$ cat config.mk
export PLATFORM = sky130hd
export DESIGN_NAME = pcuf_ctrl
export DESIGN_NICKNAME = d
export VERILOG_FILES = /design/src/sv/pcuf_pkg.sv /design/src/sv/pcuf_ctrl.sv
export SDC_FILE = /design/constraint.sdc
export NUM_CORES = 1
export LEC_CHECK = 0
export BUFFER_PORTS_ARGS = -buffer_cell sky130_fd_sc_hd__buf_2
export CAP_MARGIN = 15
export CORE_MARGIN = 10
export CORE_UTILIZATION = 30
export CTS_CLUSTER_SIZE = 16
export DETAILED_ROUTE_END_ITERATION = 12
export PLACE_DENSITY = 0.5
export SKIP_CTS_REPAIR_TIMING = 1
export SLEW_MARGIN = 20
export SYNTH_ARGS = -nofsm -noshare
export SYNTH_HDL_FRONTEND = slang
export SYNTH_SLANG_ARGS = --single-unit
$ cat constraint.sdc
create_clock -name clk_i -period 2.05 [get_ports clk_i]
set_input_delay 0.205 -clock clk_i [delete_from_list [all_inputs] [get_ports clk_i]]
set_output_delay 0.205 -clock clk_i [all_outputs]
set_load 0.03 [all_outputs]
$ cat src/sv/pcuf_pkg.sv
// Shared types and constants for the parity-class union-find engine.
package pcuf_pkg;

  localparam int NODE_W      = 10;
  localparam int WORD_W      = 32;
  localparam int OUT_W       = 11;
  localparam int OP_W        = 2;
  localparam int IN_TDATA_W  = 56;
  localparam int OUT_TDATA_W = 16;

  // tdata bit positions of the input word
  localparam int A_LSB    = 0;
  localparam int B_LSB    = A_LSB + NODE_W;
  localparam int WORD_LSB = B_LSB + NODE_W;
  localparam int QT_BIT   = WORD_LSB + WORD_W;

  typedef enum logic [OP_W-1:0] {
    OP_CLEAR = 2'd0,
    OP_LOAD  = 2'd1,
    OP_EDGE  = 2'd2,
    OP_QUERY = 2'd3
  } op_e;

  // controller -> datapath
  typedef struct packed {
    logic latch;        // capture the accepted word
    logic clr_start;    // zero the maxima, rewind the sweep counter
    logic clr_step;     // write one singleton entry, advance the counter
    logic clr_cls;      // sweep clears the class bits as well
    logic ld_write;     // store class of node a, raise its maximum to 1
    logic cls_rd_a;     // read class of node a
    logic cls_rd_b;     // read class of node b, keep class of a
    logic walk_start_a; // read link of node a
    logic walk_step;    // follow the parent link
    logic take_ra;      // keep root of a, start walk from b
    logic take_rb;      // keep root of b
    logic merge;        // hook smaller root under larger
    logic link;         // write winner size, raise class maximum
    logic q_load;       // load the result register
  } cmd_t;

  // datapath -> controller
  typedef struct packed {
    op_e  op;
    logic a_ok;
    logic edge_ok;
    logic sweep_last;
    logic at_root;
    logic cls_diff;
    logic out_free;
  } status_t;

endpackage

$ cat src/sv/pcuf_ctrl.sv
// Sequencing state machine for the union-find engine.
module pcuf_ctrl (
  input  logic              clk_i,
  input  logic              rst_ni,
  input  logic              s_tvalid_i,
  output logic              s_tready_o,
  input  pcuf_pkg::status_t st_i,
  output pcuf_pkg::cmd_t    cmd_o
);
  import pcuf_pkg::*;

  typedef enum logic [8:0] {
    S_CLR   = 9'b000000001,
    S_IDLE  = 9'b000000010,
    S_DISP  = 9'b000000100,
    S_RDB   = 9'b000001000,
    S_WALKA = 9'b000010000,
    S_WALKB = 9'b000100000,
    S_MERGE = 9'b001000000,
    S_LINK  = 9'b010000000,
    S_QUERY = 9'b100000000
  } state_e;

  state_e state_q, state_d;
  logic   clr_cls_q, clr_cls_d;

  always_comb begin
    state_d    = state_q;
    clr_cls_d  = clr_cls_q;
    cmd_o      = '0;
    s_tready_o = 1'b0;
    unique case (state_q)
      S_CLR: begin
        cmd_o.clr_step = 1'b1;
        cmd_o.clr_cls  = clr_cls_q;
        if (st_i.sweep_last) begin
          state_d   = S_IDLE;
          clr_cls_d = 1'b0;
        end
      end
      S_IDLE: begin
        s_tready_o = 1'b1;
        if (s_tvalid_i) begin
          cmd_o.latch = 1'b1;
          state_d     = S_DISP;
        end
      end
      S_DISP: begin
        unique case (st_i.op)
          OP_CLEAR: begin
            cmd_o.clr_start = 1'b1;
            state_d         = S_CLR;
          end
          OP_LOAD: begin
            cmd_o.ld_write = st_i.a_ok;
            state_d        = S_IDLE;
          end
          OP_EDGE: begin
            if (st_i.edge_ok) begin
              cmd_o.cls_rd_a = 1'b1;
              state_d        = S_RDB;
            end else begin
              state_d = S_IDLE;
            end
          end
          OP_QUERY: begin
            if (st_i.out_free) begin
              cmd_o.q_load = 1'b1;
              state_d      = S_IDLE;
            end else begin
              state_d = S_QUERY;
            end
          end
          default: state_d = S_IDLE;
        endcase
      end
      S_RDB: begin
        cmd_o.cls_rd_b     = 1'b1;
        cmd_o.walk_start_a = 1'b1;
        state_d            = S_WALKA;
      end
      S_WALKA: begin
        if (st_i.cls_diff) begin
          state_d = S_IDLE;
        end else if (st_i.at_root) begin
          cmd_o.take_ra = 1'b1;
          state_d       = S_WALKB;
        end else begin
          cmd_o.walk_step = 1'b1;
        end
      end
      S_WALKB: begin
        if (st_i.at_root) begin
          cmd_o.take_rb = 1'b1;
          state_d       = S_MERGE;
        end else begin
          cmd_o.walk_step = 1'b1;
        end
      end
      S_MERGE: begin
        cmd_o.merge = 1'b1;
        state_d     = S_LINK;
      end
      S_LINK: begin
        cmd_o.link = 1'b1;
        state_d    = S_IDLE;
      end
      S_QUERY: begin
        if (st_i.out_free) begin
          cmd_o.q_load = 1'b1;
          state_d      = S_IDLE;
        end
      end
      default: state_d = S_IDLE;
    endcase
  end

  always_ff @(posedge clk_i or negedge rst_ni) begin
    if (!rst_ni) begin
      state_q   <= S_CLR;
      clr_cls_q <= 1'b1;
    end else begin
      state_q   <= state_d;
      clr_cls_q <= clr_cls_d;
    end
  end

  // an accepted word is always dispatched next cycle
  a_accept_disp: assert property (@(posedge clk_i) disable iff (!rst_ni)
    (s_tvalid_i && s_tready_o) |=> (state_q == S_DISP))
    else $error("accepted word not dispatched");

endmodule

# Word level (Yosys, flattened, before mapping)

Index checks and enable logic that the tools add are counted.

Bits of input ports: 11
Latch bits: 0
Word-level logic and storage cells: 54
Register bits after elaboration: 10
Memory bits (read-only): 0
Memory bits (writable): 0
Output and inout port bits: 15
Memories: 0

$lt $le $gt $ge: 0
Divide/modulo/power cells: 0
Add/sub/neg operators: 0
Reduce and logical (&&, ||, !) cells: 3
Shifts and indexed selects: 0
Multipliers: 0
Mux-type cells: 32
Bitwise gates (word level): 0
Eq/ne operators: 17

Operators by type and width:

| cell                                                 | number |
|---|---|
| case mux 9 bit (8 select lines)                      | 1 |
| 2-to-1 mux 9 bit                                     | 7 |
| case mux 9 bit (4 select lines)                      | 1 |
| 2-to-1 mux 1 bit                                     | 16 |
| equality test 9 x 1 -> 1 bit (second input constant) | 1 |
| equality test 9 x 2 -> 1 bit (second input constant) | 1 |
| equality test 9 x 3 -> 1 bit (second input constant) | 1 |
| equality test 9 x 4 -> 1 bit (second input constant) | 1 |
| equality test 9 x 5 -> 1 bit (second input constant) | 1 |
| equality test 9 x 6 -> 1 bit (second input constant) | 1 |
| equality test 9 x 7 -> 1 bit (second input constant) | 1 |
| equality test 9 x 8 -> 1 bit (second input constant) | 1 |
| equality test 9 bit (second input constant)          | 1 |
| 2-to-1 mux 2 bit                                     | 4 |
| != test 2 bit (second input constant)                | 4 |
| AND reduction 5 bit                                  | 1 |
| equality test 2 bit (second input constant)          | 2 |
| 2-to-1 mux 4 bit                                     | 1 |
| case mux 1 bit (2 select lines)                      | 2 |
| != test 3 bit (second input constant)                | 1 |
| equality test 2 x 1 -> 1 bit (second input constant) | 1 |
| zero test 2 bit                                      | 1 |
| AND reduction 2 bit                                  | 1 |

# Logic depth before layout (Yosys ltp)

Depth after elaboration: 3
Mapped depth: 5
Gate-level depth less buffers: 4

# Worst setup path before layout

OpenSTA, ideal clock, no wires.

Kind: register to register
From: register state_q[1]
To: register state_q[1]
Clock period less this slack: 2.031 ns
Setup slack: 0.019 ns
Library setup time: 0.129 ns
Buffers on the path: 1
Stages on the path, launching flop included: 6
Data required time: 1.921 ns
Data arrival time: 1.902 ns
Cells stage by stage: dfrtp_1 -> or4_1 -> buf_6 -> a2111oi_4 -> a221o_2 -> a21oi_1

Longest elaborated chain between the ends: 3
Elaborated cells between the ends (all ways): 15
Classes of those cells: eq/ne (13); mux (1); reduce/logical (1)

RTL lines:

| item                                                                   | line             | text |
|---|---|---|
| from (decl)                                                            | pcuf_ctrl.sv:24  | `state_e state_q, state_d;` |
| from (signal assigned)                                                 | pcuf_ctrl.sv:123 | `state_q <= state_d;` |
| equality test 9 x 5 -> 1 bit (tied with other cells)                   | pcuf_ctrl.sv:32  | `unique case (state_q)` |
| != test 3 bit (no source line) / != test 2 bit (equally long branches) | n/a              |  |
| AND reduction 5 bit (no source line)                                   | n/a              |  |

Parallel ways exist; a longest one is shown, timed or not.
A chain may end at the register's enable or synchronous reset.

==> metrics.md <==
| Metric | Value |
|---|---|
| Initial DRT Pass Iterations | `4` |
| Die width | `69.8 um` |
| Gr usage total | `8.29%` |
| Max Fclk | `0.490 GHz` |
| Predominant post-synthesis flop cell | `dfrtp_1` |
| CP delay by family, top | `simple AND/OR/NAND/NOR gates` |
| Top-count cell post-synth | `nor3_1` |
| Final Cycle Share | `99.5%` |
| Pre-CTS setup slack | `~0.13 ns` |
| WP buf/inv | `1` |
| Clk_skew | `0.00454 ns` |
| GRT overflow | `0` |
| PwrDens | `just under 800 mW/mm^2` |
| Synth-to-Final Area Change | `45.5%` |
| MaxCap Viol Count | `0` |
| Share of layout cells above drive strength 1 | `about half` |
| Die area | `roughly 0.005 mm^2` |
| Peak supply drop | `around 0.00034 V` |
| CP Data Required Time | `1.85 ns` |
| Routed WL | `2300 um` |
| Synth area leaders | `dfrtp_1 (27%), dfstp_2 (7.1%), nor3_1 (6.7%)` |
| YS warnings | `0` |
| FF+latch count, synth | `10` |
| Ant diodes | `0` |
| Worst min-delay path startpoint | `st_i[3]` |
| Tmin final | `2.04 ns` |
| Top post-synthesis cells by count | `nor3_1 (10), dfrtp_1 (8), nor2_1 (7)` |
| Post-DP HPWL | `1710 um` |
| Sequential share of the synthesized area | `34.0%` |
| Slowest library cell on the worst path | `or4_4` |
| Leakage dissipation | `0.527 nW` |
| Cells after synthesis | `82` |
| Min-delay worst type | `in2reg` |
| CP Launch Type | `register` |
| Die Ht | `roughly 70 um` |
| Initial Utilization | `32.7%` |
| Post-synth EDFFs | `0` |
| Total power | `860 uW` |
| Core Box Area | `0.00228 mm^2` |
| Synthesized net count | `93` |
| Final worst slack | `0.0108 ns` |
| Row cnt | `17` |
| Largest area contributor in the netlist | `dfrtp_1` |
| DRC Markers | `0` |
| DRT antenna net count | `0` |
| Critical path class | `reg2out` |
| Syn_area_per_cell | `9.06 um^2` |
| Iter 0 DRT Violations | `35` |
| CP endpoint kind | `output port` |
| Global-route wire length before repair | `3370 um` |
| Skew-Pair Late Insertion Delay | `0.27 ns` |
| Crit path cell chain | `or4_4 > nor3_2 > a31oi_1 > nor2b_1 > buf_4` |
| CTS tree | `done` |
| Max incr delay on CP | `0.61 ns` |
| H-Tree Depth | `1` |
| Slew Limit Fails | `0` |
| Clk pin slew, worst setup/hold paths | `0.07 ns` |
| WL per Instance | `15.5 um` |
| CTS root buf | `clkbuf_4` |
| Clk sinks | `10` |
| DR vias | `806` |
| Reg-to-Reg Start | `state_q[1]` |
| Rel. slew slack | `between 70 and 80%` |
| RSZ-0062 raised after global routing | `yes` |
| Largest net degree at the start of global routing | `11` |
| Antenna violations before repair | `0` |
| Crit path from | `state_q[1]` |
| IO Count | `26` |
| CP max FO | `8` |
| Count of different cell masters after synthesis | `36` |
| RD Place Congestion | `0.871` |
| Vias in the first global route | `731` |
| Actual slew at the worst max-slew pin | `0.396 ns` |
| Async set-reset flop share out of synthesis | `100%` |
| Final hold violation count | `0` |
| CTS Buffer Depth | `2` |
| # setup viols final | `0` |
| Number of buffers created by CTS | `3` |
| Post-synth top area share | `26.9%` |
| CP arrival | `around 1.8 ns` |
| Nets | `133` |
| Status | `complete, no violations` |
| Port bufs | `25` |
| Vias per inst | `5.41` |
| Synth Cell Area | `between 700 and 800 um^2` |
-- sequential cells by signal, summed over array words and instances, names as in the netlist --
register and count:
clr_cls_q 1, state_q 9
-- logic make-up after synthesis --
group           after synthesis  share of synthesized area [%]
simple gates                 47                           39.2
compound gates               17                           19.2
flops                        10                           34.0
buf+inv                       6                           5.22
xor+xnor                      2                           2.36
-- layout make-up --
cell class / instances / area [um^2]
Inverter: 2 / 7.51
Multi-Input combinational cell: 66 / 509
Fill cell: 223 / 1190
Sequential cell: 10 / 255
Timing Repair Buffer: 39 / 248
Tap cell: 28 / 35.0
Clock buffer: 4 / 26.3
-- routing by layer --
metal / global-route usage, % / wire length [um] / up-vias
li1: - / - / 393
met1: 9.70 / 1030 / 377
met2: 13.3 / 1140 / 32
met4: 3.91 / 23 / 0
met5: 0 / 0 / -
met3: 2.57 / 106 / 4
-- worst paths after layout --
check | cells after the start | slack, ns | to
setup / recovery | 5 | 0.01 | cmd_o[0]
hold / removal | 2 | 0.12 | clr_cls_q
setup reg to reg | 5 | 0.30 | state_q[5]
hold reg to reg | 1 | 0.48 | clr_cls_q
max in group asynchronous | 2 | 1.45 | state_q[0]
min in group asynchronous | 2 | 0.33 | state_q[4]
-- layout by cell type (no fill, tap or decap), types with 3 or more instances in the layout --
cell type  netlist  final
nor2_1           7      7
dfrtp_1          8      6
nor3b_1          3      3
o21ai_0          4      4
nand2_1          3      3
buf_2            1     19
clkbuf_4         0      5
nor3_2           0      5
buf_4            2     17
and2_1           3      3
nor3_1          10      5
nand2b_1         3      3
and4b_2          1      3
-- where the power goes --
part	internal, mW	switching [mW]
clock network	0.0754	0.0737
registers	0.220	0.0257
logic	0.218	0.247
total	0.513	0.346
-- through the flow --
| stage | utilization [%] | cell area [um^2] | setup TNS, ns | instances | hold WS [ns] |
|---|---|---|---|---|---|
| final | 47.5 | 1080 | 0 | 149 | 0.119 |
| after detailed placement | 41.0 | 932 | 0 | 139 | 0.0861 |
| after global routing | 47.5 | 1080 | -0.255 | 149 | 0.124 |
| after global placement | 41.0 | 932 | 0 | 139 | 0.0907 |
| after CTS | 42.1 | 958 | -0.866 | 143 | -0.209 |
| after floorplan | - | 743 | 0 | 82 | -0.0906 |
Power figures use the tool's default switching activity.
